## src/eds_pkg.sv

```systemverilog
// Package of the edit distance engine: sizes, opcodes, controller types.
// No dependencies.
`default_nettype none
package eds_pkg;

    localparam int MAX_LEN_DEF = 64;
    localparam int OP_W        = 2;
    localparam int CHAR_W      = 8;
    localparam int DIST_W      = 7;
    localparam int DIST_MAX    = 127;

    localparam logic [OP_W-1:0] OP_APPEND_FIRST  = 2'd0;
    localparam logic [OP_W-1:0] OP_APPEND_SECOND = 2'd1;
    localparam logic [OP_W-1:0] OP_COMPUTE       = 2'd2;

    typedef enum logic [1:0] {
        S_IDLE,
        S_INIT,
        S_ROW,
        S_CELL
    } t_state;

    typedef struct packed {
        logic load;
        logic emit_direct;
        logic init_begin;
        logic init_write;
        logic row_begin;
        logic cell_step;
        logic emit_cell;
    } t_cmd;

    typedef struct packed {
        logic empty;
        logic j_last;
        logic i_last;
    } t_status;

    function automatic logic [DIST_W-1:0] sat_dist(input logic [31:0] d);
        logic [DIST_W-1:0] res;
        if (d > 32'(DIST_MAX)) begin
            res = DIST_W'(DIST_MAX);
        end else begin
            res = d[DIST_W-1:0];
        end
        return res;
    endfunction

endpackage
`default_nettype wire

```

## src/eds_ram.sv

```systemverilog
// Generic single-write, single-read RAM with registered read data.
// No dependencies.
`default_nettype none
module eds_ram #(
    parameter int WIDTH = 8,
    parameter int DEPTH = 64,
    localparam int AW = (DEPTH > 1) ? $clog2(DEPTH) : 1
) (
    input  wire logic             i_clk,
    input  wire logic             i_we,
    input  wire logic [AW-1:0]    i_waddr,
    input  wire logic [WIDTH-1:0] i_wdata,
    input  wire logic             i_re,
    input  wire logic [AW-1:0]    i_raddr,
    output logic      [WIDTH-1:0] o_rdata
);

    logic [WIDTH-1:0] r_mem [DEPTH];
    logic [WIDTH-1:0] r_rdata;

    always_ff @(posedge i_clk) begin
        if (i_we) begin
            r_mem[i_waddr] <= i_wdata;
        end
        if (i_re) begin
            r_rdata <= r_mem[i_raddr];
        end
    end

    assign o_rdata = r_rdata;

endmodule
`default_nettype wire

```

## src/eds_ctrl.sv

```systemverilog
// Controller of the edit distance engine: sequences loads, row init and cell sweep.
// Depends on eds_pkg.
`default_nettype none
module eds_ctrl (
    input  wire logic                      i_clk,
    input  wire logic                      i_rst_n,
    input  wire logic                      i_start,
    input  wire logic [eds_pkg::OP_W-1:0]  i_opcode,
    input  wire eds_pkg::t_status          i_status,
    output eds_pkg::t_cmd                  o_cmd,
    output logic                           o_busy
);
    import eds_pkg::*;

    t_state r_state;
    t_state n_state;
    t_cmd   cmd;

    always_ff @(posedge i_clk) begin
        if (!i_rst_n) begin
            r_state <= S_IDLE;
        end else begin
            r_state <= n_state;
        end
    end

    always_comb begin
        n_state = r_state;
        cmd     = '0;
        case (r_state)
            S_IDLE: begin
                if (i_start) begin
                    if (i_opcode == OP_COMPUTE) begin
                        if (i_status.empty) begin
                            cmd.emit_direct = 1'b1;
                        end else begin
                            cmd.init_begin = 1'b1;
                            n_state        = S_INIT;
                        end
                    end else if (i_opcode == OP_APPEND_FIRST ||
                                 i_opcode == OP_APPEND_SECOND) begin
                        cmd.load = 1'b1;
                    end
                end
            end
            S_INIT: begin
                cmd.init_write = 1'b1;
                if (i_status.j_last) begin
                    n_state = S_ROW;
                end
            end
            S_ROW: begin
                cmd.row_begin = 1'b1;
                n_state       = S_CELL;
            end
            S_CELL: begin
                cmd.cell_step = 1'b1;
                if (i_status.j_last) begin
                    if (i_status.i_last) begin
                        cmd.emit_cell = 1'b1;
                        n_state       = S_IDLE;
                    end else begin
                        n_state = S_ROW;
                    end
                end
            end
            default: begin
                n_state = S_IDLE;
            end
        endcase
    end

    assign o_cmd  = cmd;
    assign o_busy = (r_state != S_IDLE);

endmodule
`default_nettype wire

```

## src/eds_datapath.sv

```systemverilog
// Datapath of the edit distance engine: string stores, cost row, cell update.
// Depends on eds_pkg and eds_ram.
`default_nettype none
module eds_datapath #(
    parameter int MAX_LEN = eds_pkg::MAX_LEN_DEF
) (
    input  wire logic                        i_clk,
    input  wire logic                        i_rst_n,
    input  wire eds_pkg::t_cmd               i_cmd,
    output eds_pkg::t_status                 o_status,
    input  wire logic [eds_pkg::OP_W-1:0]    i_opcode,
    input  wire logic [eds_pkg::CHAR_W-1:0]  i_char_in,
    output logic                             o_valid,
    output logic [eds_pkg::DIST_W-1:0]       o_distance,
    output logic                             o_truncated
);
    import eds_pkg::*;

    localparam int AW = (MAX_LEN > 1) ? $clog2(MAX_LEN) : 1;
    localparam int LW = $clog2(MAX_LEN + 1);
    localparam int CW = LW;
    localparam logic [LW-1:0] FULL = LW'(MAX_LEN);

    logic [LW-1:0]     r_len_a, n_len_a;
    logic [LW-1:0]     r_len_b, n_len_b;
    logic              r_ovf, n_ovf;
    logic [LW-1:0]     r_i, n_i;
    logic [LW-1:0]     r_j, n_j;
    logic [CW-1:0]     r_left, n_left;
    logic [CW-1:0]     r_diag, n_diag;
    logic              r_valid, n_valid;
    logic [DIST_W-1:0] r_dist, n_dist;
    logic              r_trunc, n_trunc;

    logic              we_a, we_b, re_row, re_cell;
    logic [CHAR_W-1:0] ch_a, ch_b;
    logic [CW-1:0]     above;
    logic              cost_we;
    logic [CW-1:0]     cost_wdata;
    logic [AW-1:0]     cell_raddr;
    logic [LW-1:0]     i_dec, j_dec;
    logic [CW:0]       c_up, c_left, c_diag, c_min;
    logic [CW-1:0]     cell_val;
    t_status           status;

    assign status.empty  = (r_len_a == '0) || (r_len_b == '0);
    assign status.j_last = (r_j == r_len_b);
    assign status.i_last = (r_i == r_len_a);
    assign o_status      = status;

    assign i_dec = r_i - LW'(1);
    assign j_dec = r_j - LW'(1);

    assign we_a = i_cmd.load && (i_opcode == OP_APPEND_FIRST) && (r_len_a != FULL);
    assign we_b = i_cmd.load && (i_opcode == OP_APPEND_SECOND) && (r_len_b != FULL);

    assign re_row     = i_cmd.row_begin;
    assign re_cell    = re_row || (i_cmd.cell_step && !status.j_last);
    assign cell_raddr = re_row ? '0 : r_j[AW-1:0];

    assign cost_we    = i_cmd.init_write || i_cmd.cell_step;
    assign cost_wdata = i_cmd.init_write ? r_j : cell_val;

    eds_ram #(.WIDTH(CHAR_W), .DEPTH(MAX_LEN)) u_first_text (
        .i_clk   (i_clk),
        .i_we    (we_a),
        .i_waddr (r_len_a[AW-1:0]),
        .i_wdata (i_char_in),
        .i_re    (re_row),
        .i_raddr (i_dec[AW-1:0]),
        .o_rdata (ch_a)
    );

    eds_ram #(.WIDTH(CHAR_W), .DEPTH(MAX_LEN)) u_second_text (
        .i_clk   (i_clk),
        .i_we    (we_b),
        .i_waddr (r_len_b[AW-1:0]),
        .i_wdata (i_char_in),
        .i_re    (re_cell),
        .i_raddr (cell_raddr),
        .o_rdata (ch_b)
    );

    eds_ram #(.WIDTH(CW), .DEPTH(MAX_LEN)) u_cost_row (
        .i_clk   (i_clk),
        .i_we    (cost_we),
        .i_waddr (j_dec[AW-1:0]),
        .i_wdata (cost_wdata),
        .i_re    (re_cell),
        .i_raddr (cell_raddr),
        .o_rdata (above)
    );

    always_comb begin
        c_up   = {1'b0, above} + (CW+1)'(1);
        c_left = {1'b0, r_left} + (CW+1)'(1);
        c_diag = {1'b0, r_diag} + (CW+1)'(ch_a != ch_b);
        c_min  = (c_up < c_left) ? c_up : c_left;
        if (c_diag < c_min) begin
            c_min = c_diag;
        end
        cell_val = c_min[CW-1:0];
    end

    always_comb begin
        n_len_a = r_len_a;
        n_len_b = r_len_b;
        n_ovf   = r_ovf;
        n_i     = r_i;
        n_j     = r_j;
        n_left  = r_left;
        n_diag  = r_diag;
        n_valid = 1'b0;
        n_dist  = r_dist;
        n_trunc = r_trunc;

        if (i_cmd.load) begin
            if (i_opcode == OP_APPEND_FIRST) begin
                if (r_len_a != FULL) begin
                    n_len_a = r_len_a + LW'(1);
                end else begin
                    n_ovf = 1'b1;
                end
            end else begin
                if (r_len_b != FULL) begin
                    n_len_b = r_len_b + LW'(1);
                end else begin
                    n_ovf = 1'b1;
                end
            end
        end
        if (i_cmd.init_begin) begin
            n_i = LW'(1);
            n_j = LW'(1);
        end
        if (i_cmd.init_write) begin
            n_j = r_j + LW'(1);
        end
        if (i_cmd.row_begin) begin
            n_left = r_i;
            n_diag = i_dec;
            n_j    = LW'(1);
        end
        if (i_cmd.cell_step) begin
            n_left = cell_val;
            n_diag = above;
            n_j    = r_j + LW'(1);
            if (status.j_last && !status.i_last) begin
                n_i = r_i + LW'(1);
            end
        end
        if (i_cmd.emit_direct || i_cmd.emit_cell) begin
            if (i_cmd.emit_cell) begin
                n_dist = sat_dist(32'(cell_val));
            end else if (r_len_a == '0) begin
                n_dist = sat_dist(32'(r_len_b));
            end else begin
                n_dist = sat_dist(32'(r_len_a));
            end
            n_trunc = r_ovf;
            n_valid = 1'b1;
            n_len_a = '0;
            n_len_b = '0;
            n_ovf   = 1'b0;
        end
    end

    always_ff @(posedge i_clk) begin
        if (!i_rst_n) begin
            r_len_a <= '0;
            r_len_b <= '0;
            r_ovf   <= 1'b0;
            r_i     <= '0;
            r_j     <= '0;
            r_valid <= 1'b0;
        end else begin
            r_len_a <= n_len_a;
            r_len_b <= n_len_b;
            r_ovf   <= n_ovf;
            r_i     <= n_i;
            r_j     <= n_j;
            r_valid <= n_valid;
        end
    end

    always_ff @(posedge i_clk) begin
        r_left  <= n_left;
        r_diag  <= n_diag;
        r_dist  <= n_dist;
        r_trunc <= n_trunc;
    end

    assign o_valid     = r_valid;
    assign o_distance  = r_dist;
    assign o_truncated = r_trunc;

endmodule
`default_nettype wire

```

## src/edit_distance_engine.sv

```systemverilog
// Top level of the Levenshtein edit distance engine.
// Depends on eds_pkg, eds_ctrl, eds_datapath and eds_ram.
//
// Usage: a word is taken on start while busy is low. Opcode 0 appends
// i_char_in to the first string, opcode 1 to the second; a load never
// raises busy. Opcode 2 computes the distance, shows
// it on o_distance/o_truncated for one cycle with o_valid, and empties
// both strings. Opcode 3 is ignored.
// Compute result: with an empty string, o_valid follows in the cycle after
// the word. Otherwise busy stays high through the init pass and the row
// sweep, and o_valid comes in the same cycle as busy falls.
// The sweep steps the cost-row RAM one cell per cycle on its read/write
// ports, with a row-start state before the row of each first-string byte.
// Bytes past MAX_LEN are dropped and flagged on o_truncated.
// Reset empties both strings and returns to idle with no result pending.
// The receiver cannot stall: o_valid is a single-cycle strobe.
`default_nettype none
module edit_distance_engine #(
    parameter int MAX_LEN = eds_pkg::MAX_LEN_DEF
) (
    input  wire logic                        i_clk,
    input  wire logic                        i_rst_n,
    input  wire logic                        start,
    output logic                             busy,
    input  wire logic [eds_pkg::OP_W-1:0]    i_opcode,
    input  wire logic [eds_pkg::CHAR_W-1:0]  i_char_in,
    output logic                             o_valid,
    output logic [eds_pkg::DIST_W-1:0]       o_distance,
    output logic                             o_truncated
);
    import eds_pkg::*;

    t_cmd    cmd;
    t_status status;

    eds_ctrl u_ctrl (
        .i_clk    (i_clk),
        .i_rst_n  (i_rst_n),
        .i_start  (start),
        .i_opcode (i_opcode),
        .i_status (status),
        .o_cmd    (cmd),
        .o_busy   (busy)
    );

    eds_datapath #(.MAX_LEN(MAX_LEN)) u_datapath (
        .i_clk       (i_clk),
        .i_rst_n     (i_rst_n),
        .i_cmd       (cmd),
        .o_status    (status),
        .i_opcode    (i_opcode),
        .i_char_in   (i_char_in),
        .o_valid     (o_valid),
        .o_distance  (o_distance),
        .o_truncated (o_truncated)
    );

endmodule
`default_nettype wire

```

## config.mk

```make
export PLATFORM = sky130hd
export DESIGN_NAME = edit_distance_engine
export DESIGN_NICKNAME = d
export VERILOG_FILES = /design/src/eds_pkg.sv /design/src/eds_ram.sv /design/src/eds_ctrl.sv /design/src/eds_datapath.sv /design/src/edit_distance_engine.sv
export SDC_FILE = /design/constraint.sdc
export NUM_CORES = 2
export LEC_CHECK = 0
export BUFFER_PORTS_ARGS = -buffer_cell sky130_fd_sc_hd__buf_4
export CORE_ASPECT_RATIO = 0.6
export CORE_UTILIZATION = 48
export CTS_CLUSTER_DIAMETER = 100
export DETAILED_ROUTE_END_ITERATION = 16
export PLACE_DENSITY_LB_ADDON = 0.2
export SETUP_SLACK_MARGIN = 0.5
export SYNTH_ARGS = -nofsm -noshare
export SYNTH_HDL_FRONTEND = slang
export SYNTH_SLANG_ARGS = --single-unit
```

## constraint.sdc

```tcl
create_clock -name i_clk -period 9.1 [get_ports i_clk]
set_input_delay 0.455 -clock i_clk [delete_from_list [all_inputs] [get_ports i_clk]]
set_output_delay 0.455 -clock i_clk [all_outputs]
set_load 0.03 [all_outputs]
```

==> qor.csv <==
metric,value,unit
"Primary FF master, synth",edfxtp_1,
Post-synth EDFFs,1517,
DRT Wirelength,149500,microns
synthesized flop and latch total,1549,
"critical path fanouts, max",64,
Placement Cell Area,0.06379,sq mm
CTS tree,yes,
CP Launch Type,flip-flop,
clk slew on worst S/H paths,0.07,ns
reg-to-reg startpoint,u_datapath.r_left[0],
Final Hold Viols,0,
initial antenna violation count,9,
Routed WL per cell,29.33,microns
largest net degree at the start of global routing,146,
post-DR vias/cell,6.204,
Initial Util,48.64,%
CTS buffer count,143,
GRT overflow,0,
critical path endpoint category,flip-flop,
r2r setup slk,2.91,ns
layout cells sized above 1,20.07,%
via count,31630,
Critical Path AT,6.60,ns
P per Cell Area,216.4,mW/mm^2
min-delay src,i_opcode[1],
Leak Pwr,21.39,nW
DIE WIDTH,465.4,microns
number of port buffers,22,
std cell rows,101,
first-pass GRT wire length,217700,microns
share of the yosys chip area belonging to registers,74.71,%
max-cap viol count,0,
Routed Antenna Nets,0,
CTS H-tree depth,4,
cells after synthesis,3267,
"Async S/R FF share, synth",0,%
Hold Crit Depth,4,
Placer Congestion,0.9261,
DR iter-0 viols,3707,
area grow syn2layout,10.50,%
Worst VDD drop,177.8,uV
overall global routing resource usage,23.26,%
maximum clock insertion buffer count,3,
status,completed,
Total Die Area,0.1303,sq mm
Die Ht,280.0,microns
later-pin clock latency in the skew report,0.79,ns
Yosys Warn Count,0,
Slew Limit Fails,0,
clock root buffer,clkbuf_16,
TNS Setup,0,ns
final instance area,0.06833,sq mm
critical path required time,9.51,ns
clock tree sinks,1549,
fillers,9719,
RSZ-0062 raised after global routing,no,
CP Launch Point,u_datapath.r_left[0],
Final HPWL DP,95170,microns
layout net count,3325,
synthesized area,0.06184,sq mm
fmax,0.1615,GHz
Residual DRC,0,
Core Region,0.1271,sq mm
crit path kind,flip-flop to flip-flop,
Final setup viols,0,
vias in the first global route,31390,
period utilisation layout,68.03,%
Pre-antenna DRT Iters,6,
worst min path class,input port to flip-flop,
Post-Syn Nets,3305,
syn avg cell area,18.93,sq um
synth unique cells,57,
slew margin rel.,7.243,%
clock skew,0.03473,ns
post-route minimum period,6.191,ns
Worst Tran Pin Value,1.382,ns
reg2reg path depth,18,
I/O pins,23,
## state kept, by name, summed over array words and instances, names as in the netlist, 8 cells and up
register,cells
u_datapath.u_cost_row.r_mem,448
u_datapath.u_second_text.o_rdata,8
u_datapath.u_second_text.r_mem,512
u_datapath.u_first_text.r_mem,512
u_datapath.u_first_text.o_rdata,8
## worst paths after layout
check | endpoint
max reg2reg | u_datapath.u_cost_row.r_mem[4][6]
min reg2reg | u_datapath.o_truncated
max | u_datapath.u_cost_row.r_mem[4][6]
min | u_datapath.r_ovf
## cell type report
cell class	count	area, sq um	area share, %
multi-input cells	1500	14860	21.75
clock inverters	73	644.4	0.9430
flip-flops and latches	1549	46200	67.61
well taps	1699	2126	3.111
clock buffers	183	3854	5.640
inverters	28	112.6	0.1648
diodes	1	2.502	0.003662
repair buffers	65	528.0	0.7727
## synth_stat cells (all sizes together), types with 27 or more instances
library cell     n  area share (%)
edfxtp        1517              74
mux4           378              14
nand2          287             1.7
nor2           258             1.6
a21oi          116            0.94
clkbuf         112            0.68
buf             78            0.64
a211oi          76            0.92
mux2i           41            0.66
o21ai           37            0.32
and3            35            0.35
dfxtp           32             1.0
xor2            31            0.44
a311oi          30            0.42
inv             28            0.17
xnor2           28            0.41
nand3           27            0.22
## cell usage in the layout, fill, tap and decap left out, types with 8 or more instances in the layout
master / count
edfxtp_1: 1517
mux4_2: 378
nand2_1: 283
nor2_1: 256
clkbuf_16: 147
a21oi_1: 112
a211oi_1: 74
buf_4: 61
mux2i_1: 41
and3_1: 35
clkbuf_1: 32
xor2_1: 31
o21ai_0: 31
dfxtp_1: 31
a311oi_1: 30
inv_1: 27
nand3_1: 27
clkinv_2: 26
xnor2_1: 25
ha_1: 24
clkinv_1: 24
a211o_1: 16
o22ai_1: 15
nor3_1: 14
or3_1: 10
o21a_1: 8
inv_6: 8
bufinv_16: 8
## worst max-delay path: stages (launching register included)
cell and delay, ns:
edfxtp_1 0.47, ha_1 0.27, xnor2_1 0.24, ha_1 0.28, o21a_1 0.19, o21ai_0 0.19
a21oi_1 0.10, a2111o_1 0.49, nand2_1 0.19, mux2i_1 0.31, ha_1 0.28, o21a_1 0.17
o21a_1 0.18, o2111ai_1 0.23, nand2_1 0.08, o21ai_0 0.12, a41o_1 0.35, mux2i_1 0.58
mux2_2 1.07
## through the flow
stage | instances | utilization [%] | setup WS [ns] | power (W) | hold WS, ns
final | 5098 | 53.75 | 2.909 | 0.01479 | 0.1130
after CTS | 5095 | 53.73 | 3.014 | 0.01488 | 0.05730
after floorplan | 3267 | - | 2.338 | 0.008727 | 0.4090
after global placement | 4838 | 50.18 | 3.001 | 0.009047 | 0.4941
after global routing | 5097 | 53.75 | 2.584 | 0.01520 | 0.1378
after detailed placement | 4838 | 50.18 | 3.026 | 0.009079 | 0.4991
## repair_timing
item / CTS / global route
endpoints found under the hold margin: 4 / 0
setup buffers: 0 / 0
resized for setup: 0 / 0
hold buffers: 1 / 0
## power breakdown
part | total (W) | internal, W | switching [W] | leakage [nW]
Clock | 0.00586 | 0.00324 | 0.00263 | 2.21
Combinational | 0.000887 | 0.000278 | 0.000609 | 5.30
Sequential | 0.00804 | 0.00801 | 0.0000221 | 13.9
Total | 0.0148 | 0.0115 | 0.00326 | 21.4
## routing by layer
layer  vias up  track usage, %  share of wire, %
met1     16780           36.75                45
met2      1461           31.00                42
met3       184           7.889                12
li1      13200               -                 -
met5         -               0            0.0087
met4         2           4.967               1.5
## kinds of logic (layout without fill, tap and decap cells)
logic type / after synthesis / count (layout) / synth area share (%)
flops: 1549 / 1549 / 74.71
simple gates: 678 / 678 / 4.628
mux: 424 / 424 / 14.53
compound gates: 314 / 314 / 3.296
buf+inv: 218 / 349 / 1.489
xor+xnor: 59 / 59 / 0.8478
fa+ha+maj: 25 / 25 / 0.5059
other cells: 0 / 1 / 0
Note: power is estimated with default switching activity, not from simulation.
